`config.mk`:
```
export PLATFORM = sky130hd
export DESIGN_NAME = iwwl_ram
export DESIGN_NICKNAME = d
export VERILOG_FILES = /design/src/hdl/iwwl_ram.sv
export SDC_FILE = /design/constraint.sdc
export NUM_CORES = 1
export LEC_CHECK = 0
export ABC_AREA = 1
export BUFFER_PORTS_ARGS = -buffer_cell sky130_fd_sc_hd__buf_2
export CAP_MARGIN = 20
export CORE_UTILIZATION = 45
export CTS_CLUSTER_DIAMETER = 30
export CTS_CLUSTER_SIZE = 30
export DETAILED_ROUTE_END_ITERATION = 6
export HOLD_SLACK_MARGIN = 0.12
export PLACE_DENSITY = 0.63
export SYNTH_ARGS = -nofsm -noshare
export SYNTH_HDL_FRONTEND = slang
export SYNTH_SLANG_ARGS = --single-unit
```
`constraint.sdc`:
```
create_clock -name clk -period 1.1 [get_ports clk]
set_input_delay 0.055 -clock clk [delete_from_list [all_inputs] [get_ports clk]]
set_output_delay 0.055 -clock clk [all_outputs]
set_load 0.1 [all_outputs]
```
`src/hdl/iwwl_ram.sv`:
```
// Generic single-clock RAM with one write port and one registered read port.
// No dependencies.
module iwwl_ram #(
  parameter int WIDTH = 8,
  parameter int DEPTH = 16,
  localparam int AW = (DEPTH > 1) ? $clog2(DEPTH) : 1
) (
  input  logic             clk,
  input  logic             we,
  input  logic [AW-1:0]    waddr,
  input  logic [WIDTH-1:0] wdata,
  input  logic             re,
  input  logic [AW-1:0]    raddr,
  output logic [WIDTH-1:0] rdata
);

  logic [WIDTH-1:0] mem_r [DEPTH];
  logic [WIDTH-1:0] rdata_r;

  always_ff @(posedge clk) begin
    if (we) begin
      mem_r[waddr] <= wdata;
    end
    if (re) begin
      rdata_r <= mem_r[raddr];
    end
  end

  assign rdata = rdata_r;

endmodule

```
Word level (Yosys, flattened, before mapping)

Memory sizes are Yosys's and may differ from the RTL's. A register that Yosys moved wholly into a read port is not among the register bits.
Cells that the tools add are included.

Multiplexer cells: 2
$mul: 0
Shift-type cells: 0
Reduce and logical (&&, ||, !) cells: 0
$lt $le $gt $ge: 0
Equality and inequality tests: 0
Bitwise logic cells: 0
Div/mod/pow operators: 0
$add $sub $neg: 0

Operators by type and width:

| operator          | number |
|---|---|
| two-way mux 1 bit | 2 |

Bits in latches: 0
Output and inout bits: 8
Memories: 1
Logic and storage cells: 3
Register bits: 0
RAM bits: 128
Memory bits (read-only): 0
Input bits: 19

Memory list:

| name  | words | width | read ports | clocked after memory_dff | wr ports | line | source |
|---|---|---|---|---|---|---|---|
| mem_r | 16    | 8     | 1          | 1                        | 1        | 17   | `logic [WIDTH-1:0] mem_r [DEPTH];` |

Longest topological paths before layout

Gate-level depths: netlist of the first run.

Depth in word-level cells: 2
Gate-level depth with buffers: 8
Depth with buffers taken out: 7

Least setup slack after synthesis of the first run

Ideal clock, no wire load.

Path kind: input to register
Start point: input waddr[3]
End point: memory mem_r[4][0], enable pin
Data required time: 0.730 ns
Setup time: 0.370 ns
Path buffers: 0
Setup slack: 0.094 ns
Stages on the path: 2
Arrival: 0.636 ns
Path through: nand3b_1 nor2_1

RTL lines:

| element     | line | source |
|---|---|---|
| from (decl) | 10   | `input logic [AW-1:0] waddr,` |
| to (decl)   | 17   |  |

Straight into the memory's write port.

Final worst setup path of the first run

Start point: register rdata_r[4], in the netlist rdata[4], read port of mem_r
End point: output rdata[4]

RTL lines:

| element     | line | source |
|---|---|---|
| from (decl) | 18   | `logic [WIDTH-1:0] rdata_r;` |
| to (decl)   | 14   | `output logic [WIDTH-1:0] rdata` |

No word-level cell between the ends.

==> results.toml, run 1 <==
[power_and_ir_drop]
p_leak_nw = 3.14
p_total_mw = 12.6
power.density_nw_per_um2 = 1720
vdd_drop_max_uv = 926

[placed_design]
dp.cells = 754
gp_congestion = 0.803
portBuffers = 26
dpl.hpwl_um = 7880
placed_cell_area_um2 = 6440

[yosys]
synthCells = 551
synth_area_leader_cell = "edfxtp_1"
synth_cell_types = 11
ys_seq_area_frac = 0.698
synth_seq_cells = 136
syn-cell-area_um2 = 5850
syn_area_per_cell_um2 = 10.6
synthTopCellsByArea = "edfxtp_1 (70%), nand2_1 (11%), nand3_1 (8.3%)"
synth_top_area_share = 0.698
ys_warn_count = 0
synth_nets = 570

[clocking]
clock_latency_ns = 0.41
cts_buffers = 17
cts.sinks = 136
cts.clk_slew.worst_paths_ns = 0.06
clockBufferDepth = 2
tritoncts = "done"
cts.htree.levels = 4
cts-root-buf = "clkbuf_16"
cts_setup_buffers = 0

[sta]
worstMarginPinSlew_ns = 0.415
rsz0062_at_grt = "yes"
skew_ns = 0.00511
worst_slack_ns = -0.0620
slew_viol_final = 0
post-route-min-period_ns = 1.16
clock.fmax_mhz = 861
slew-limit-headroom = 0.723
min_period_over_period = 1.06
setup_viol = 5
hold_viol_final = 0

[grt]
grt_pass1_vias = 3736
grt.total_usage = 0.215
grt_start_max_net_pins = 63
grt_pass1_wl_um = 20400
antenna_found_initial = 0
grt_overflow_total = 0

[detailed_routing]
via_per_inst = 4.97
drc_errors = 0
first_iter_violations = 336
vias = 3955
antenna_left = 0
wl_um = 13200
dr.pass1.iters = 5
wire_per_inst_um = 16.6

[critical_path]
worstPathArrival_ns = 1.11
critPathSlowestCell = "edfxtp_1"
path_cells = "buf_12"
required_ns = 1.04
crit_family = "flip-flops"
worstSetupEndpointType = "primary output"
path_buf_inv = 1
crit_type = "register to primary output"
slowest_delay_ns = 0.48
cp-start-kind = "register"
crit_fanout = 1

[floorplan]
coreArea_um2 = 12600
die_x_um = 116
initial_core_util = 0.463
boundaryPins = 27
design.die.area_um2 = 13500
rows = 41
die_h_um = 116

[finish]
final_cells = 795
regArea_um2 = 4080
area_growth_pct = 25.2
drive_above_1_share = 0.205
fillers = 1029
finalNetCount = 629
multi_input_area_um2 = 1420
antenna_cells = 0
design_area_um2 = 7320

[min_path]
hp-class = "input pin to register"

[run_status]
outcome = "complete, but fails checks"
violations = "setup timing"

[run]
cap_viol_max_count = 0
[routing by layer]
layer,global-route usage,vias to the layer above,routed length (µm)
met3,0.0518,33,765
met5,0,-,0
met2,0.327,152,6170
met1,0.289,1869,5890
li1,-,1901,-
met4,0.108,0,392
[kinds of logic (layout without fill, tap and decap cells)]
logic type,after synthesis,count (layout),share of synthesized area
DFF,136,136,0.698
and+or+nand+nor,289,289,0.208
buffers and inverters,126,198,0.0939
[sequential cells by signal, summed over array words and instances (netlist names)]
| signal | cells |
|---|---|
| rdata | 8 |
| mem_r | 128 |
[power breakdown]
| group | internal, mW | total, mW | switching, mW |
|---|---|---|---|
| clock network | 3.52 | 5.59 | 2.08 |
| registers | 5.84 | 5.89 | 0.0501 |
| logic | 0.365 | 1.08 | 0.719 |
| total | 9.72 | 12.6 | 2.85 |
[placed cells by master (no fill, tap or decap)]
cell and n:
nand3_2 40, inv_2 3, inv_6 1, nand3b_1 2, buf_12 14, clkinv_1 4, clkbuf_16 17, buf_4 23
edfxtp_1 136, clkinvlp_4 4, inv_1 99, nor2_1 17, dlygate4sd3_1 9, bufinv_16 3, nand2_1 171, nand3_1 57
clkinv_2 3, nand2_2 2, buf_2 18
[cells in the mapped netlist, drive strengths merged]
library cell / instances
nand2: 173
edfxtp: 136
inv: 102
nand3: 97
buf: 24
nor2: 17
nand3b: 2
[metrics by stage]
step | hold slack [ns] | TNS [ns] | utilization | setup WS, ns
floorplan | 0.154 | 0 | - | 0.0942
global placement | 0.432 | -0.775 | 0.510 | -0.130
detailed placement | 0.435 | -0.907 | 0.510 | -0.159
CTS | 0.146 | -0.207 | 0.566 | -0.0691
global route | 0.153 | -0.385 | 0.580 | -0.0855
finish | 0.158 | -0.140 | 0.580 | -0.0620
[final cells by class]
class | count | share of cell area
clock buffers | 17 | 0.0581
clock inverters | 15 | 0.0217
inverters | 102 | 0.0523
multi-input cells | 289 | 0.194
flip-flops and latches | 136 | 0.558
well taps | 172 | 0.0294
repair buffers | 64 | 0.0865
[worst paths after layout]
path                          start            endpoint  slack, ns  cells past startpoint
max              rdata[4]$_DFFE_PP_            rdata[4]      -0.06                      1
min                        raddr[3]  rdata[7]$_DFFE_PP_       0.16                      3
max reg2reg   mem_r[1][3]$_DFFE_PP_  rdata[3]$_DFFE_PP_       0.01                      6
min reg2reg  mem_r[15][4]$_DFFE_PP_  rdata[4]$_DFFE_PP_       0.75                      6
[what timing repair did]
item / 4_1_cts / 5_1_grt
pin swaps: 0 / 19
hold buffers: 9 / 0
gates resized for setup: 7 / 36
setup endpoints to repair: 10 / 14
endpoints found under the hold margin: 136 / 0
No activity file was read; power rests on OpenSTA's default activity.
==> run 2, diff against run 1 <==
--- a/config.mk
+++ b/config.mk
@@ -8,10 +8,12 @@
 export ABC_AREA = 1
 export BUFFER_PORTS_ARGS = -buffer_cell sky130_fd_sc_hd__buf_2
 export CAP_MARGIN = 20
+export CORE_MARGIN = 10
 export CORE_UTILIZATION = 45
 export CTS_CLUSTER_DIAMETER = 30
 export CTS_CLUSTER_SIZE = 30
 export DETAILED_ROUTE_END_ITERATION = 6
+export GPL_TIMING_DRIVEN = 0
 export HOLD_SLACK_MARGIN = 0.12
 export PLACE_DENSITY = 0.63
 export SYNTH_ARGS = -nofsm -noshare
==> results.toml, run 2 (synthesis results as in run 1) <==
[min_path]
hp-class = "input pin to register"

[critical_path]
crit_fanout = 1
path_cells = "inv_1 > nand2_1 > nand3_1 > nand3_1 > nand3_2 > nand2_2"
critPathSlowestCell = "edfxtp_1"
cp-start-kind = "register"
crit_type = "register to register"
required_ns = 1.27
r2r_start = "mem_r[15][1]$_DFFE_PP_"
slowest_delay_ns = 0.37
endpoint = "rdata[1]$_DFFE_PP_"
r2r_slack_ns = -0.02
reg2reg_to = "rdata[1]$_DFFE_PP_"
worstPathArrival_ns = 1.29
critPathLaunch = "mem_r[15][1]$_DFFE_PP_"
worstSetupEndpointType = "register"
cp_common_cell = "nand3_1"
reg2regPathDepth = 6

[power_and_ir_drop]
vdd_drop_max_uv = 1040
switchingPower_mw = 2.97
p_leak_nw = 3.00
p_int_mw = 9.45
pwr-share-comb = 0.084
power.share.switching = 0.239
clkPwrFrac = 0.444
seqPwrFrac = 0.473
power.density_nw_per_um2 = 1760

[clocking]
cts.sinks = 136
cts.clk_slew.worst_paths_ns = 0.06
cts.htree.levels = 4
tritoncts = "done"
clockBufferDepth = 2
clock_latency_ns = 0.43
cts-root-buf = "clkbuf_16"
cts_buffers = 17

[grt]
grt.total_usage = 0.168
grt_overflow_total = 0
grt_pass1_wl_um = 22500
grt_pass1_vias = 3985
antenna_found_initial = 0
grt_start_max_net_pins = 17

[sta]
worstMarginPinSlew_ns = 0.854
min_period_over_period = 1.02
skew_ns = 0.00539
slew-limit-headroom = 0.429
rsz0062_at_grt = "yes"
post-route-min-period_ns = 1.12
slew_viol_final = 0
worst_slack_ns = -0.0177
setup_viol = 5
hold_viol_final = 0
clock.fmax_mhz = 895

[floorplan]
rows = 41
die_h_um = 134
coreArea_um2 = 12700
design.die.area_um2 = 18000
die_x_um = 134
initial_core_util = 0.461
boundaryPins = 27

[detailed_routing]
drc_errors = 0
antenna_left = 0
wl_um = 14600
via_per_inst = 5.04
first_iter_violations = 378
vias = 3963
dr.pass1.iters = 5
wire_per_inst_um = 18.6

[finish]
layout_common_cells = "nand2_1 (168), edfxtp_1 (136), inv_1 (99)"
drive_above_1_share = 0.190
antenna_cells = 0
largest-register = "mem_r"
final_common_cell = "nand2_1"
area_growth_pct = 20.6
largest_reg_flops = 128
finalNetCount = 621
final_util = 0.557

[run]
cap_viol_max_count = 0

[placed_design]
portBuffers = 23
dpl.hpwl_um = 9320
post-place-ws_ns = -0.473
gp_congestion = 0.877

[run_status]
violations = "setup timing"
outcome = "complete, but fails checks"
[run 2: stage by stage]
stage	setup TNS (ns)	hold slack, ns	cell area [µm²]	power [mW]	instances
after CTS	-0.321	0.152	6960	12.4	787
final	-0.0418	0.168	7050	12.4	787
after global routing	-0.451	0.189	7050	12.8	787
after detailed placement	-44.36	0.389	6180	6.90	746
after floorplan	0	0.154	5850	6.56	551
after global placement	-39.64	0.382	6180	6.89	746
[run 2: power by group through the flow]
stage / clock network [mW] / logic, mW / registers, mW
2_1_floorplan: 0 / 0.409 / 6.15
3_3_place_gp: 0 / 0.918 / 5.97
3_5_place_dp: 0 / 0.928 / 5.97
4_1_cts: 5.56 / 1.00 / 5.87
5_1_grt: 5.76 / 1.12 / 5.88
6_report: 5.51 / 1.04 / 5.87
[run 2: what timing repair did]
| action | CTS | global route |
|---|---|---|
| cloned | 0 | 0 |
| buffers inserted | 0 | 0 |
| hold endpoints to repair | 136 | 0 |
| resized for setup | 28 | 26 |
| pin swaps | 3 | 12 |
| endpoints found under the setup margin | 31 | 46 |
| hold buffers | 9 | 0 |
[run 2: layer usage]
layer | wire [µm] | GRT usage | vias to the layer above | part of all wire
li1 | - | - | 1887 | -
met1 | 6190 | 0.209 | 1909 | 0.42
met2 | 7060 | 0.278 | 148 | 0.48
met3 | 1060 | 0.0381 | 19 | 0.072
met4 | 295 | 0.0665 | 0 | 0.020
met5 | 0 | 0 | - | 0
[run 2: worst max-delay path, delay by kind of cell, from the launching register on]
kind	cells	cell delay, ns
AND/OR/NAND/NOR	5	0.44
buffers and inverters	1	0.07
flip-flops	1	0.37
[run 2: layout make-up]
cell class                      count  area, µm²
Buffer                             24        166
Clock buffer                       17        425
Clock inverter                     15        155
Fill cell                        1065       5620
Inverter                          102        383
Multi-Input combinational cell    289       1370
Sequential cell                   136       4080
Tap cell                          172        215
Timing Repair Buffer               32        255
[run 2: how the worst min path moves through the flow]
stage          startpoint               endpoint  slack (ns)  cells past startpoint
2_1_floorplan    wdata[0]  mem_r[0][0]$_DFFE_PP_        0.15                      0
3_3_place_gp           re     rdata[2]$_DFFE_PP_        0.38                      1
3_5_place_dp           re     rdata[2]$_DFFE_PP_        0.39                      1
4_1_cts          raddr[2]     rdata[0]$_DFFE_PP_        0.15                      4
5_1_grt          raddr[2]     rdata[4]$_DFFE_PP_        0.19                      4
6_report         raddr[2]     rdata[6]$_DFFE_PP_        0.17                      4
