==> src/hdl/iwwl_pkg.sv <==
// Package for the interval walk weight lookup block: field widths, command and
// register codes, sequencer states and the control structs of the walk unit.
// No dependencies.
package iwwl_pkg;

  localparam int CMD_W         = 2;
  localparam int ELEM_FIELD_W  = 4;
  localparam int SLOT_W        = 10;
  localparam int TIME_FIELD_W  = 32;
  localparam int COUNT_FIELD_W = 5;
  localparam int WORD_W        = 64;
  localparam int CFG_IDX_W     = 2;

  typedef enum logic [CMD_W-1:0] {
    CMD_WRITE_INTERVAL,
    CMD_SET_COUNT,
    CMD_WRITE_WEIGHT,
    CMD_QUERY
  } cmd_t;

  typedef enum logic [CFG_IDX_W-1:0] {
    CFG_CONSTANT_MODE,
    CFG_CONSTANT_WEIGHT,
    CFG_SNAP_WINDOW
  } cfg_idx_t;

  localparam logic STATUS_OK   = 1'b0;
  localparam logic STATUS_MISS = 1'b1;

  typedef enum logic [2:0] {
    ST_CLEAR,
    ST_IDLE,
    ST_COUNT,
    ST_WALK,
    ST_RESOLVE,
    ST_WREAD,
    ST_DONE
  } state_t;

  typedef struct packed {
    logic clear;
    logic step;
  } walk_ctl_t;

  typedef struct packed {
    logic hit;
  } walk_stat_t;

endpackage

==> src/hdl/iwwl_walk.sv <==
// Interval walk unit: takes one stored interval per step and tracks the
// running weight position, the first containment and the first snap.
// Depends on iwwl_pkg.
module iwwl_walk import iwwl_pkg::*; #(
  parameter int MAX_WEIGHTS = 1024,
  parameter int TIME_W = 32,
  localparam int POS_W = $clog2(MAX_WEIGHTS + 1)
) (
  input  logic              clk,
  input  logic              rst_n,
  input  walk_ctl_t         ctl,
  input  logic [TIME_W-1:0] start_t,
  input  logic [TIME_W-1:0] end_t,
  input  logic [TIME_W-1:0] query_t,
  input  logic [TIME_W-1:0] snap_win,
  output walk_stat_t        stat,
  output logic [POS_W-1:0]  pos
);

  localparam int SUM_W = ((TIME_W > POS_W) ? TIME_W : POS_W) + 2;

  // Position plus span plus extra, saturated at the table size.
  function automatic logic [POS_W-1:0] advance(input logic [POS_W-1:0] p,
                                               input logic [TIME_W-1:0] span,
                                               input logic extra);
    logic [SUM_W-1:0] sum;
    sum = SUM_W'(p) + SUM_W'(span) + SUM_W'(extra);
    if (SUM_W'(span) >= SUM_W'(MAX_WEIGHTS) || sum > SUM_W'(MAX_WEIGHTS)) begin
      advance = POS_W'(MAX_WEIGHTS);
    end else begin
      advance = sum[POS_W-1:0];
    end
  endfunction

  logic              cont_r, snap_r, pend_r;
  logic [POS_W-1:0]  idx_r, cont_pos_r, snap_pos_r, pend_a0_r, pend_a1_r;
  logic [TIME_W-1:0] pend_d_r;

  logic              iv_ok, contain, snap_before, snap_after, nearer;
  logic [TIME_W-1:0] span, offset, d_before, d_after;
  logic [POS_W-1:0]  a_off, a0, a1;

  always_comb begin
    iv_ok       = end_t >= start_t;
    contain     = query_t >= start_t && query_t <= end_t;
    span        = end_t - start_t;
    offset      = query_t - start_t;
    d_before    = start_t - query_t;
    d_after     = query_t - end_t;
    snap_before = query_t < start_t && d_before <= snap_win;
    snap_after  = query_t > end_t && d_after <= snap_win;
    nearer      = query_t < start_t && d_before < pend_d_r;
    a_off       = advance(idx_r, offset, 1'b0);
    a0          = advance(idx_r, span, 1'b0);
    a1          = advance(idx_r, span, 1'b1);
  end

  always_ff @(posedge clk) begin
    if (!rst_n) begin
      cont_r <= 1'b0;
      snap_r <= 1'b0;
      pend_r <= 1'b0;
    end else if (ctl.clear) begin
      cont_r <= 1'b0;
      snap_r <= 1'b0;
      pend_r <= 1'b0;
    end else if (ctl.step && iv_ok) begin
      if (!cont_r && contain) begin
        cont_r <= 1'b1;
      end
      if (pend_r) begin
        pend_r <= 1'b0;
        snap_r <= 1'b1;
      end else if (!snap_r && snap_before) begin
        snap_r <= 1'b1;
      end else if (!snap_r && snap_after) begin
        pend_r <= 1'b1;
      end
    end
  end

  always_ff @(posedge clk) begin
    if (ctl.clear) begin
      idx_r <= '0;
    end else if (ctl.step && iv_ok) begin
      idx_r <= a1;
      if (!cont_r && contain) begin
        cont_pos_r <= a_off;
      end
      if (pend_r) begin
        snap_pos_r <= nearer ? pend_a1_r : pend_a0_r;
      end else if (!snap_r && snap_before) begin
        snap_pos_r <= idx_r;
      end else if (!snap_r && snap_after) begin
        pend_d_r  <= d_after;
        pend_a0_r <= a0;
        pend_a1_r <= a1;
      end
    end
  end

  // A snap after the last valid interval that is still unresolved keeps its end.
  assign stat.hit = cont_r | snap_r | pend_r;
  assign pos = cont_r ? cont_pos_r : (snap_r ? snap_pos_r : pend_a0_r);

endmodule

==> config.mk <==
export PLATFORM = sky130hd
export DESIGN_NAME = iwwl_walk
export DESIGN_NICKNAME = d
export VERILOG_FILES = /design/src/hdl/iwwl_pkg.sv /design/src/hdl/iwwl_walk.sv
export SDC_FILE = /design/constraint.sdc
export NUM_CORES = 1
export LEC_CHECK = 0
export BUFFER_PORTS_ARGS = -buffer_cell sky130_fd_sc_hd__buf_4
export CAP_MARGIN = 10
export CORE_MARGIN = 2
export CORE_UTILIZATION = 35
export DETAILED_ROUTE_END_ITERATION = 10
export SYNTH_ARGS = -nofsm -noshare
export SYNTH_HDL_FRONTEND = slang
export SYNTH_SLANG_ARGS = --single-unit
==> constraint.sdc <==
create_clock -name clk -period 11.5 [get_ports clk]
set_input_delay 1.15 -clock clk [delete_from_list [all_inputs] [get_ports clk]]
set_output_delay 1.15 -clock clk [all_outputs]
set_load 0.01 [all_outputs]
Word-level counts from Yosys, hierarchy flattened. Index checks and enable logic that the tools add are counted.

Reduce and logical (&&, ||, !) cells: 20. Multiplexer cells: 11. $lt $le $gt $ge: 13. $add $sub $neg: 7. Bitwise logic cells: 6.

Operators by type and width (number): $sub A32 B32 Y32 (4); $le A32 B32 Y1 (3); $gt A34 B11 Y1 const B (2); $add A11 B32 Y33 (2); $mux W11 (6); $ge A32 B11 Y1 const B (2); $ge A32 B32 Y1 (2); $lt A32 B32 Y1 (2); $add A33 B1 Y34 const B (1); $gt A33 B11 Y1 const B (1); $gt A32 B32 Y1 (1); $logic_and A1 B1 Y1 (8); $reduce_and A3 Y1 (2); $mux W1 (5); $reduce_and A5 Y1 (1); $not A1 Y1 (4); $reduce_and A2 Y1 (2); $logic_or A1 B1 Y1 (3); $logic_not A1 Y1 (2); $or A1 B1 Y1 (2); $reduce_bool A2 Y1 (1); $reduce_or A2 Y1 (1).

Bits in registers: 90. Input bits: 132. Output and inout bits: 12. Logic and storage cells: 66.

Longest topological paths before layout. Gate-level depths: netlist of run 1.

Depth in word-level cells: 7. Depth in mapped cells: 28. Depth with buffers taken out: 27.

Worst setup path after synthesis of run 1. OpenSTA, ideal clock, no wires.

Path kind: in2reg. From: input query_t[0]. To: register pend_a0_r[0] (enable). Cell stages on the path: 22. Library setup time: 0.599 ns. Buffers on the path: 0. Arrival: 10.440 ns. Path slack: 0.461 ns. Cell sequence: inv_1 ha_1 inv_1 fa_1 a21oi_1 o21bai_1 a211oi_1 o311ai_0 o2111ai_1 and3b_1 o21ai_0 a31oi_1 xnor2_1 ha_1 nand4_1 nor2_1 nand3_1 nor3_1 nand3_1 or3_1 a2111o_1 nor4_1.

Elaborated cells on any way between the ends: 12. Classes of those cells: add/sub: 2; order compare: 4; bitwise: 1; reduce/logical: 5.

RTL lines: start: declaration (RTL line iwwl_walk.sv:14) `input logic [TIME_W-1:0] query_t,`; $sub A32 B32 Y32 (RTL line iwwl_walk.sv:49) `d_after = query_t - end_t;`; net d_after[26] (RTL line iwwl_walk.sv:40) `logic [TIME_W-1:0] span, offset, d_before, d_after;`; $le A32 B32 Y1 (RTL line iwwl_walk.sv:51) `snap_after = query_t > end_t && d_after <= snap_win;`; $logic_and A1 B1 Y1 (RTL line iwwl_walk.sv:51); $logic_and A1 B1 Y1 (RTL line iwwl_walk.sv:94) `end else if (!snap_r && snap_after) begin`; $reduce_and A5 Y1 (no line); end signal: assignment (RTL line iwwl_walk.sv:96) `pend_a0_r <= a0;`; end: declaration (RTL line iwwl_walk.sv:36) `logic [POS_W-1:0] idx_r, cont_pos_r, snap_pos_r, pend_a0_r, pend_a1_r;`.

The timed path passes the listed nets, and every way through them passes these cells. A chain may end at the register's enable or synchronous reset.

Worst setup path after layout of run 1.
From: input query_t[0]. To: register pend_a1_r[2] (enable).

Elaborated cells on any way between the ends: 12. Classes of those cells: add/sub: 2; order compare: 4; bitwise: 1; reduce/logical: 5.

RTL lines: $sub A32 B32 Y32 (RTL line iwwl_walk.sv:49); net d_after[30] (RTL line iwwl_walk.sv:40); $le A32 B32 Y1 (RTL line iwwl_walk.sv:51); $logic_and A1 B1 Y1 (RTL line iwwl_walk.sv:51); $logic_and A1 B1 Y1 (RTL line iwwl_walk.sv:94); $reduce_and A5 Y1 (no line); end signal: assignment (RTL line iwwl_walk.sv:97) `pend_a1_r <= a1;`; end: declaration (RTL line iwwl_walk.sv:36).

The timed path passes the listed nets, and every way through them passes these cells.

==> results of run 1 <==
## tightest hold or removal path, delay by kind of cell (launching register included)
family             cells  cell delay (ps)
DFF                    1              360
and+or+nand+nor        1              110
AOI/OAI and AO/OA      1               60
## logic make-up (layout without fill, tap and decap cells)
kind of cell	Yosys count	after routing
AOI/OAI and AO/OA	556	556
buffers and inverters	267	377
muxes	31	31
xor gates and xnor gates	118	118
and+or+nand+nor	486	486
adders and majority gates	253	253
DFF	90	90
## power groups by stage
stage	Clock (mW)	Combinational [mW]	Sequential [mW]
after floorplan	0	0.598	0.374
after global placement	0	0.844	0.375
after detailed placement	0	0.856	0.375
after CTS	0.325	0.863	0.367
after global routing	0.336	0.964	0.368
final	0.320	0.873	0.367
## per-layer routing
layer	vias up	part of all wire, %
met4	0	4.1
met5	-	0
met2	459	45
met1	6411	45
li1	6765	-
met3	95	6.1
## cells in the final DEF, fill, tap and decap left out, types with 6 or more instances in the layout
master     instances
a21oi_1          162
nor4_1            14
a221oi_1           6
mux2i_1           29
nand3_1           42
fa_1               6
a2111oi_0          6
inv_1            210
ha_1             247
buf_4            150
a31oi_1           10
a21boi_0           8
edfxtp_1          76
nor2b_1           28
clkbuf_16          9
nor3_1            27
or3_1              9
nor2_1           129
nand2b_1          23
and4_1             6
and2_1            11
and3_1            20
a21o_1            82
a211oi_1          17
dfxtp_1           14
nand2_1           93
nand4_1           33
o41ai_2            8
o31ai_1            7
nand3b_1          12
xnor2_1           83
xor2_1            35
o21bai_1          24
o211ai_1          15
o21a_1            31
o21ai_0          100
a31o_2             6
or2_2             10
## final timing paths
path	start	endpoint	slack (ps)
worst max-delay path	query_t[0]	pend_a1_r[2]$_DFFE_PP_	3930
worst min-delay path	idx_r[0]$_SDFFE_PP0P_	idx_r[0]$_SDFFE_PP0P_	580
worst max register to register	idx_r[1]$_SDFFE_PP0P_	pend_a1_r[4]$_DFFE_PP_	6550
worst min register to register	idx_r[0]$_SDFFE_PP0P_	idx_r[0]$_SDFFE_PP0P_	580
## state kept, by name, summed over array words and instances (netlist names)
signal      count
pend_r          1
cont_r          1
cont_pos_r     11
pend_d_r       32
idx_r          11
snap_pos_r     11
snap_r          1
pend_a0_r      11
pend_a1_r      11
## stage by stage
| stage | hold slack, ps | std cells |
|---|---|---|
| 2_1_floorplan | 474 | 1801 |
| 3_3_place_gp | 565 | 2427 |
| 3_5_place_dp | 569 | 2427 |
| 4_1_cts | 585 | 2443 |
| 5_1_grt | 617 | 2443 |
| 6_report | 584 | 2443 |
## cell type report
type	count	area, sq um	share of cell area [%]
inverter	211	792	4.85
timing repair buffer	150	1130	6.89
clock buffer	9	225	1.38
tap	532	666	4.07
sequential	90	2560	15.7
multi-input combinational	1444	10900	66.6
clock inverter	7	81.3	0.498
==> impl_metrics.env, run 1 <==
export IMPL_met3_usage_pct=4.04
export IMPL_wl_mm=49.5
export IMPL_die_height_microns=207
export IMPL_htreeDepth=3
export IMPL_synth_top_cell_by_area="ha_1"
export IMPL_synth_cell_area_sq_um=14500
export IMPL_dp_slack_ps=3600
export IMPL_grt_overflow_total=0
export IMPL_power_switching_mw=0.691
export IMPL_die_width_microns=207
export IMPL_synth_top_family_by_area="compound AO/OA/AOI/OAI gates"
export IMPL_drt_iter0_drc=1107
export IMPL_fmax_mhz=132
export IMPL_synth_edf_count=76
export IMPL_clk_insertion_delay_late_ps=370
export IMPL_crit_chain="buf_4 > inv_1 > ha_1 > inv_1 > fa_1 > a21oi_1 > o21bai_1 > a211oi_1 > o311ai_0 > o2111ai_1 > and3b_1 > o21ai_0 > a21oi_1 > xnor2_1 > ha_1 > nand4_1 > nor2_1 > nand3_1 > nor3_1 > nand3_1 > or3_1 > a2111o_1 > nor4_2 > buf_4"
export IMPL_antenna_left=0
export IMPL_coreArea_sq_um=40800
export IMPL_cts_buffer_depth=2
export IMPL_crit_fanout=30
export IMPL_place_area_sq_um=16000
export IMPL_pin_count=144
export IMPL_rsz0062_at_grt="false"
export IMPL_ctsHoldBuffers=0
export IMPL_cp_slowest_stage_delay_ps=830
export IMPL_synth_net_count=2186
export IMPL_critPathRequiredTime_ps=11520
export IMPL_drv_cap=0
export IMPL_nFillCells=4220
export IMPL_worstSetupPathType="input port to flop"
export IMPL_synth_area_leaders="ha_1, edfxtp_1, a21oi_1, inv_1, xnor2_1"
export IMPL_min_period_over_period_pct=65.8
export IMPL_p_comb_share_pct=56.0
export IMPL_syn_avg_cell_area_sq_um=8.03
export IMPL_finalCriticalPeriod_ps=7570
export IMPL_leakagePower_nw=7.57
export IMPL_path_depth=24
export IMPL_hp_class="flop to flop"
export IMPL_grtUsageMet2_pct=37.0
export IMPL_clkPwrFrac_pct=20.5
export IMPL_cp_start_kind="input port"
export IMPL_slowest_stage="o21ai_0"
export IMPL_grt_pass1_wl_mm=76.5
export IMPL_fp_row_count=74
export IMPL_finalPower_mw=1.56
export IMPL_fin_ws_ps=3930
export IMPL_synth_cell_types=96
export IMPL_met1_usage_pct=29.4
export IMPL_synthTopCellsByCount="ha_1, inv_1, a21oi_1, nor2_1, o21ai_0"
export IMPL_cts_resized_gates=0
export IMPL_rr_worst_depth=12
export IMPL_cts_setup_buffers=0
export IMPL_grt_pass1_vias=13700
export IMPL_routedWlPerCell_microns=20.3
export IMPL_yosysTopAreaCellShare_pct=21.4
export IMPL_drc=0
export IMPL_synth_flop_cell="edfxtp_1"
export IMPL_diodes=0
export IMPL_grt_busiest_layer="met2"
export IMPL_vdd_drop_max_mv=0.0703
export IMPL_vias=13700
export IMPL_p_per_area_nw_per_um2=95.5
export IMPL_numCtsBuffers=9
export IMPL_hold_violations=0
export IMPL_routabilityCongestion=0.954
export IMPL_port_buffers=143
export IMPL_cp_num_buf_inv=4
export IMPL_ys_seq_elements=90
export IMPL_synthCells=1801
export IMPL_slew_headroom_pct=21.2
export IMPL_synth_compound_area_share_pct=26.2
export IMPL_clock_sinks=90
export IMPL_cts_tree="done"
export IMPL_worstMarginPinSlew_ps=1180
export IMPL_die_area_sq_um=42900
export IMPL_synthMostInstantiatedCell="ha_1"
export IMPL_hold_depth=2
export IMPL_grtUsageTotal_pct=22.6
export IMPL_synth_xor_area_share_pct=7.15
export IMPL_swShare_pct=44.3
export IMPL_cp_top_family="compound AO/OA/AOI/OAI gates"
export IMPL_start_util_pct=35.4
export IMPL_root_buffer="clkbuf_16"
export IMPL_post_dp_hpwl_mm=41.8
export IMPL_status="finished clean"
export IMPL_drive_above_1_share_pct=11.6
export IMPL_finalSetupTns_ps=0
export IMPL_p_seq_share_pct=23.5
export IMPL_end_kind="flop"
export IMPL_synthSimpleGateAreaFrac_pct=17.3
export IMPL_synthMuxAreaShare_pct=2.16
export IMPL_post_route_util_pct=40.0
export IMPL_stdcell_area_sq_um=16300
export IMPL_seq_area_frac_synth_pct=17.7
export IMPL_yosysWarningCount=0
export IMPL_grt_max_degree=31
export IMPL_final_nets=2291
export IMPL_firstDrtPassIters=5
export IMPL_p_int_mw=0.869
export IMPL_finalSetupViolations=0
export IMPL_synthArstFlopShare_pct=0
export IMPL_clkTransAtPathRegs_ps=80
export IMPL_syn_to_final_growth_pct=13.0
export IMPL_cp_arrival_ps=7590
export IMPL_finalClockSkew_ps=12.5
export IMPL_antenna_found_initial=0
export IMPL_vias_per_cell=5.62
export IMPL_synthAdderAreaFrac_pct=22.2
export IMPL_final_max_slew_viol_count=0
No activity file was read; power rests on OpenSTA's default activity.
==> run 2, diff against run 1 <==
==> constraint.sdc (replaced) <==
create_clock -name clk -period 6.9 [get_ports clk]
set_input_delay 0.69 -clock clk [delete_from_list [all_inputs] [get_ports clk]]
set_output_delay 0.69 -clock clk [all_outputs]
set_load 0.01 [all_outputs]
==> run 2 against run 1 <==
  * Wire length fell by 1.3%
  * First-iteration DRC count fell by 16%
  * Die area did not move
  * Final cell count rose by 0.33%
  * Clock power rose by 67%
  * Register-to-register slack got worse by 4500 ps
  * Largest power group unchanged
  * Highest routed layer is now met5
==> impl_metrics.env, run 2 (same netlist as run 1, synthesis figures left out) <==
export IMPL_status="finished clean"
export IMPL_pin_count=144
export IMPL_vias=13800
export IMPL_antenna_found_initial=1
export IMPL_dp_cells=2435
export IMPL_cp_num_buf_inv=3
export IMPL_wl_mm=48.8
export IMPL_drive_above_1_share_pct=12.1
export IMPL_port_buffers=143
export IMPL_post_route_util_pct=40.3
export IMPL_hold_depth=2
export IMPL_clkTransAtPathRegs_ps=70
export IMPL_drc=0
export IMPL_final_common_cell="ha_1"
export IMPL_p_seq_share_pct=23.6
export IMPL_drv_cap=0
export IMPL_cp_start_kind="input port"
export IMPL_hold_violations=0
export IMPL_post_dp_hpwl_mm=41.3
export IMPL_swShare_pct=44.0
export IMPL_min_period_over_period_pct=94.8
export IMPL_fmax_mhz=153
export IMPL_syn_to_final_growth_pct=13.8
export IMPL_cts_buffer_depth=2
export IMPL_routedWlPerCell_microns=19.9
export IMPL_p_int_mw=1.45
export IMPL_grt_max_degree=35
export IMPL_leakagePower_nw=7.62
export IMPL_grt_overflow_total=0
export IMPL_vdd_drop_max_mv=0.106
export IMPL_firstDrtPassIters=5
export IMPL_cp_top_family="compound AO/OA/AOI/OAI gates"
export IMPL_root_buffer="clkbuf_16"
export IMPL_crit_fanout=20
export IMPL_largest_reg_flops=32
export IMPL_cp_arrival_ps=6580
export IMPL_cts_tree="done"
export IMPL_finalCriticalPeriod_ps=6540
export IMPL_clkPwrFrac_pct=20.6
export IMPL_nFillCells=4170
export IMPL_regMostFlops="pend_d_r"
export IMPL_ctsHoldBuffers=0
export IMPL_diodes=0
export IMPL_slew_headroom_pct=31.3
export IMPL_dp_slack_ps=-106
export IMPL_worstSetupPathType="input port to flop"
export IMPL_fp_row_count=74
export IMPL_rsz0062_at_grt="false"
export IMPL_finalClockSkew_ps=14.9
export IMPL_p_comb_share_pct=55.8
export IMPL_finalSetupViolations=0
export IMPL_drt_iter0_drc=932
export IMPL_die_height_microns=207
export IMPL_vias_per_cell=5.63
export IMPL_antenna_left=0
export IMPL_coreArea_sq_um=40800
export IMPL_power_switching_mw=1.14
export IMPL_worstMarginPinSlew_ps=1030
export IMPL_hp_class="flop to flop"
export IMPL_critPathRequiredTime_ps=6940
export IMPL_die_width_microns=207
export IMPL_crit_chain="buf_4 > inv_1 > ha_1 > a211oi_1 > o221ai_1 > a31oi_1 > o221ai_2 > nand2_1 > a31oi_1 > a41oi_1 > o21ai_0 > a21oi_1 > xnor2_1 > ha_1 > nand4_1 > nor2_1 > nand3_1 > nor3_1 > nand3_1 > or3_1 > a2111o_1 > nor4_4 > buf_4"
export IMPL_final_max_slew_viol_count=0
export IMPL_fin_cells=2451
export IMPL_cts_resized_gates=0
export IMPL_path_depth=23
export IMPL_htreeDepth=3
export IMPL_grt_pass1_vias=13700
export IMPL_end_kind="flop"
export IMPL_cp_slowest_stage_delay_ps=500
export IMPL_clock_sinks=90
export IMPL_fin_ws_ps=357
export IMPL_mostFrequentLayoutCells="ha_1, inv_1, a21oi_1"
export IMPL_die_area_sq_um=42900
export IMPL_numCtsBuffers=9
export IMPL_clk_insertion_delay_late_ps=380
export IMPL_p_per_area_nw_per_um2=158
export IMPL_grt_pass1_wl_mm=76.1
export IMPL_start_util_pct=35.4
export IMPL_rr_worst_depth=14
export IMPL_slowest_stage="nor3_1"
export IMPL_grtUsageTotal_pct=22.4
export IMPL_final_nets=2299
export IMPL_cts_setup_buffers=0
export IMPL_routabilityCongestion=0.939
==> run 2: worst paths after layout <==
path | from | to | slack (ps)
worst min register to register | idx_r[2]$_SDFFE_PP0P_ | idx_r[2]$_SDFFE_PP0P_ | 580
worst max register to register | idx_r[0]$_SDFFE_PP0P_ | pend_a1_r[6]$_DFFE_PP_ | 2010
worst max-delay path | end_t[8] | pend_d_r[13]$_DFFE_PP_ | 360
worst min-delay path | idx_r[2]$_SDFFE_PP0P_ | idx_r[2]$_SDFFE_PP0P_ | 580
==> run 2: routing by layer <==
| metal | vias up | GRT usage, % | part of all wire, % |
|---|---|---|---|
| li1 | 6779 | - | - |
| met1 | 6500 | 29.3 | 45 |
| met2 | 431 | 37.3 | 46 |
| met3 | 81 | 3.98 | 6.3 |
| met4 | 2 | 7.54 | 3.0 |
| met5 | - | 0 | 0.016 |
==> run 2: final cells by class <==
cell class / count / area (sq um) / share of cell area, %
sequential: 90 / 2560 / 15.6
clock buffer: 9 / 225 / 1.37
timing repair buffer: 158 / 1200 / 7.29
inverter: 211 / 792 / 4.82
tap: 532 / 666 / 4.05
multi-input combinational: 1444 / 10900 / 66.4
clock inverter: 7 / 81.3 / 0.495
==> run 2: through the flow <==
stage	power, mW	setup TNS [ps]	hold WS, ps	cell area, sq um
after global placement	2.03	0	565	16100
final	2.60	0	584	16400
after detailed placement	2.05	-2090	569	16100
after floorplan	1.62	0	474	14500
after CTS	2.59	0	580	16400
after global routing	2.78	0	604	16400
==> run 2: power groups by stage <==
stage | Sequential, mW | Combinational, mW | Clock (mW)
after floorplan | 0.622 | 1.00 | 0
after global placement | 0.625 | 1.40 | 0
after detailed placement | 0.625 | 1.42 | 0
after CTS | 0.612 | 1.43 | 0.543
after global routing | 0.614 | 1.61 | 0.560
final | 0.612 | 1.45 | 0.535
==> run 2: worst min-delay path: cells and delay by family (launching register included) <==
| kind | cells | cell delay [ps] |
|---|---|---|
| DFF | 1 | 360 |
| and+or+nand+nor | 1 | 120 |
| AOI/OAI and AO/OA | 1 | 60 |
==> run 3, diff against run 2 <==
--- a/config.mk
+++ b/config.mk
@@ -5,11 +5,13 @@
 export SDC_FILE = /design/constraint.sdc
 export NUM_CORES = 1
 export LEC_CHECK = 0
+export ABC_AREA = 1
 export BUFFER_PORTS_ARGS = -buffer_cell sky130_fd_sc_hd__buf_4
 export CAP_MARGIN = 10
 export CORE_MARGIN = 2
-export CORE_UTILIZATION = 35
+export CORE_UTILIZATION = 57
 export DETAILED_ROUTE_END_ITERATION = 10
+export PLACE_DENSITY = 0.8
 export SYNTH_ARGS = -nofsm -noshare
 export SYNTH_HDL_FRONTEND = slang
 export SYNTH_SLANG_ARGS = --single-unit
==> run 3 against run 2 <==
  * Final area is 5.2% higher
  * Worst setup slack improved by 440 ps
  * Combinational power up 16%
  * Sequential power rose by 2%
  * Area after synthesis increased by 8.1%
  * Sequential share of layout area is 0.77 points lower
  * Count of clock-buffer cells in the layout increased by 1
  * Synthesized cell count rose by 32%
  * Clock power is 4.7% lower
  * Clock skew is 7.1 ps lower
  * Global-route usage rose by 13 points
  * Via count rose by 17%
  * Critical path type unchanged
  * Critical endpoint is now pend_d_r[22]$_DFFE_PP_
  * Largest power group unchanged
==> impl_metrics.env, run 3 <==
export IMPL_coreArea_sq_um=27000
export IMPL_hold_violations=0
export IMPL_min_period_over_period_pct=88.5
export IMPL_dp_slack_ps=567
export IMPL_finalSetupViolations=0
export IMPL_fmax_mhz=164
export IMPL_final_max_slew_viol_count=0
export IMPL_vdd_drop_max_mv=0.123
export IMPL_final_common_cell="nand2_1"
export IMPL_leakagePower_nw=9.08
export IMPL_cp_arrival_ps=6100
export IMPL_fin_cells=2843
export IMPL_synthArstFlopShare_pct=0
export IMPL_finalClockSkew_ps=7.79
export IMPL_cp_top_family="simple AND/OR/NAND/NOR gates"
export IMPL_final_nets=2882
export IMPL_met1_usage_pct=45.7
export IMPL_cts_buffer_depth=2
export IMPL_clk_insertion_delay_late_ps=350
export IMPL_grtUsageMet2_pct=58.6
export IMPL_die_width_microns=170
export IMPL_rr_worst_depth=20
export IMPL_synth_top_cell_by_area="ha_1"
export IMPL_die_height_microns=170
export IMPL_vias=16200
export IMPL_worstSetupPathType="input port to flop"
export IMPL_regToRegSetupSlack_ps=3180
export IMPL_hp_start="pend_a1_r[8]$_DFFE_PP_"
export IMPL_critPathRequiredTime_ps=6900
export IMPL_regMostFlops="pend_d_r"
export IMPL_post_dp_hpwl_mm=45.8
export IMPL_finalPower_mw=2.81
export IMPL_pin_count=144
export IMPL_grt_pass1_vias=15200
export IMPL_synthMostInstantiatedCell="nand2_1"
export IMPL_start_util_pct=58.0
export IMPL_hold_depth=2
export IMPL_seq_area_frac_synth_pct=16.4
export IMPL_firstDrtPassIters=6
export IMPL_r2r_start="idx_r[0]$_SDFFE_PP0P_"
export IMPL_grtUsageTotal_pct=35.6
export IMPL_place_area_sq_um=17000
export IMPL_antenna_left=0
export IMPL_p_per_area_nw_per_um2=163
export IMPL_synthCells=2375
export IMPL_routabilityCongestion=1.03
export IMPL_fin_ws_ps=796
export IMPL_worstMarginPinSlew_ps=1180
export IMPL_routedWlPerCell_microns=18.2
export IMPL_wl_mm=51.7
export IMPL_slowest_stage="nor4_1"
export IMPL_stdcell_area_sq_um=17300
export IMPL_grt_busiest_layer="met2"
export IMPL_fp_row_count=60
export IMPL_drive_above_1_share_pct=11.3
export IMPL_yosysWarningCount=0
export IMPL_synth_edf_count=76
export IMPL_slew_headroom_pct=19.4
export IMPL_mostFrequentLayoutCells="nand2_1, inv_1, a21oi_1"
export IMPL_met3_usage_pct=3.82
export IMPL_nFillCells=2537
export IMPL_drc=0
export IMPL_grt_max_degree=33
export IMPL_synth_cell_area_sq_um=15600
export IMPL_yosysTopAreaCellShare_pct=19.8
export IMPL_rsz0062_at_grt="false"
export IMPL_synth_cell_types=55
export IMPL_dp_cells=2827
export IMPL_die_area_sq_um=28800
export IMPL_syn_avg_cell_area_sq_um=6.58
export IMPL_largest_reg_flops=32
export IMPL_diodes=0
export IMPL_synth_flop_cell="edfxtp_1"
export IMPL_drt_iter0_drc=1401
export IMPL_crit_fanout=32
export IMPL_drv_cap=0
export IMPL_syn_to_final_growth_pct=10.7
export IMPL_status="finished clean"
export IMPL_cp_start_kind="input port"
export IMPL_timing_rr_end="idx_r[10]$_SDFFE_PP0P_"
export IMPL_ctsHoldBuffers=0
export IMPL_end_kind="flop"
export IMPL_clkTransAtPathRegs_ps=70
export IMPL_antenna_found_initial=0
export IMPL_finalCriticalPeriod_ps=6100
export IMPL_port_buffers=143
export IMPL_grt_overflow_total=0
export IMPL_min_to="snap_pos_r[8]$_DFFE_PP_"
export IMPL_cts_setup_buffers=0
export IMPL_grt_pass1_wl_mm=79.7
export IMPL_cts_resized_gates=0
export IMPL_numCtsBuffers=9
export IMPL_root_buffer="clkbuf_16"
export IMPL_synth_area_leaders="ha_1, edfxtp_1, nand2_1, inv_1, a21oi_1"
export IMPL_clock_sinks=90
export IMPL_hp_class="flop to flop"
export IMPL_cp_slowest_stage_delay_ps=510
export IMPL_synthTopCellsByCount="nand2_1, inv_1, a21oi_1, ha_1, nor2_1"
export IMPL_ys_seq_elements=90
export IMPL_htreeDepth=3
export IMPL_synth_net_count=2760
export IMPL_vias_per_cell=5.69
export IMPL_cp_num_buf_inv=6
export IMPL_cts_tree="done"
export IMPL_finalSetupTns_ps=0
[run 3: routing by layer]
layer,routed length [microns],vias to the layer above
met5,0,-
met4,3250,0
met3,3320,145
met2,23100,661
met1,22000,7288
li1,-,8072
[run 3: worst reg2reg max path, cell delays in order (launching register included)]
cell and delay, ps:
dfxtp_1 460, ha_1 240, inv_1 60, fa_1 500, inv_1 150, ha_1 190
inv_1 50, nor2_1 100, nand3_1 130, nor2_2 140, nand3_1 120, nor2_2 180
nand4_1 100, nand2_1 160, inv_1 50, nand2_1 70, inv_2 30, nor2_2 530
nand4_1 210, nand2_1 110, inv_1 40
[run 3: through the flow]
stage / utilization (%) / hold slack (ps)
2_1_floorplan: - / 462
3_3_place_gp: 63.1 / 515
3_5_place_dp: 63.1 / 517
4_1_cts: 64.2 / 536
5_1_grt: 64.2 / 562
6_report: 64.2 / 538
[run 3: worst max-delay path by stage]
stage | slack (ps) | start | endpoint | cells after the start
detailed placement | 570 | query_t[0] | pend_d_r[25]$_DFFE_PP_ | 28
floorplan | 140 | query_t[0] | pend_a0_r[0]$_SDFFCE_PP0P_ | 26
finish | 800 | query_t[0] | pend_d_r[22]$_DFFE_PP_ | 28
global placement | 770 | query_t[0] | pend_d_r[25]$_DFFE_PP_ | 28
CTS | 930 | query_t[0] | pend_d_r[22]$_DFFE_PP_ | 28
global route | 260 | query_t[0] | pend_d_r[17]$_DFFE_PP_ | 28
[run 3: power breakdown]
part	leakage (nW)	switching, mW	internal [mW]	total (mW)
logic	8.06	1.09	0.588	1.68
registers	0.882	0.0145	0.611	0.626
clock network	0.140	0.247	0.263	0.510
[run 3: logic make-up (layout without fill, tap and decap cells)]
kind of cell,count (synthesis),count (layout),synth area share [%]
XOR/XNOR,121,121,6.78
AO/OA/AOI/OAI,484,484,17.2
adder cells (fa/ha/maj),253,253,20.5
flip-flops,90,90,16.4
buffers and inverters,482,609,11.8
AND/OR/NAND/NOR,945,945,27.3
[run 3: cell type report]
| cell class | instances | area (sq um) | area share, % |
|---|---|---|---|
| inverter | 444 | 1670 | 9.64 |
| multi-input combinational | 1803 | 11200 | 64.9 |
| sequential | 90 | 2560 | 14.8 |
| clock buffer | 10 | 239 | 1.38 |
| timing repair buffer | 149 | 1120 | 6.47 |
| tap | 341 | 427 | 2.47 |
| clock inverter | 6 | 55.1 | 0.318 |
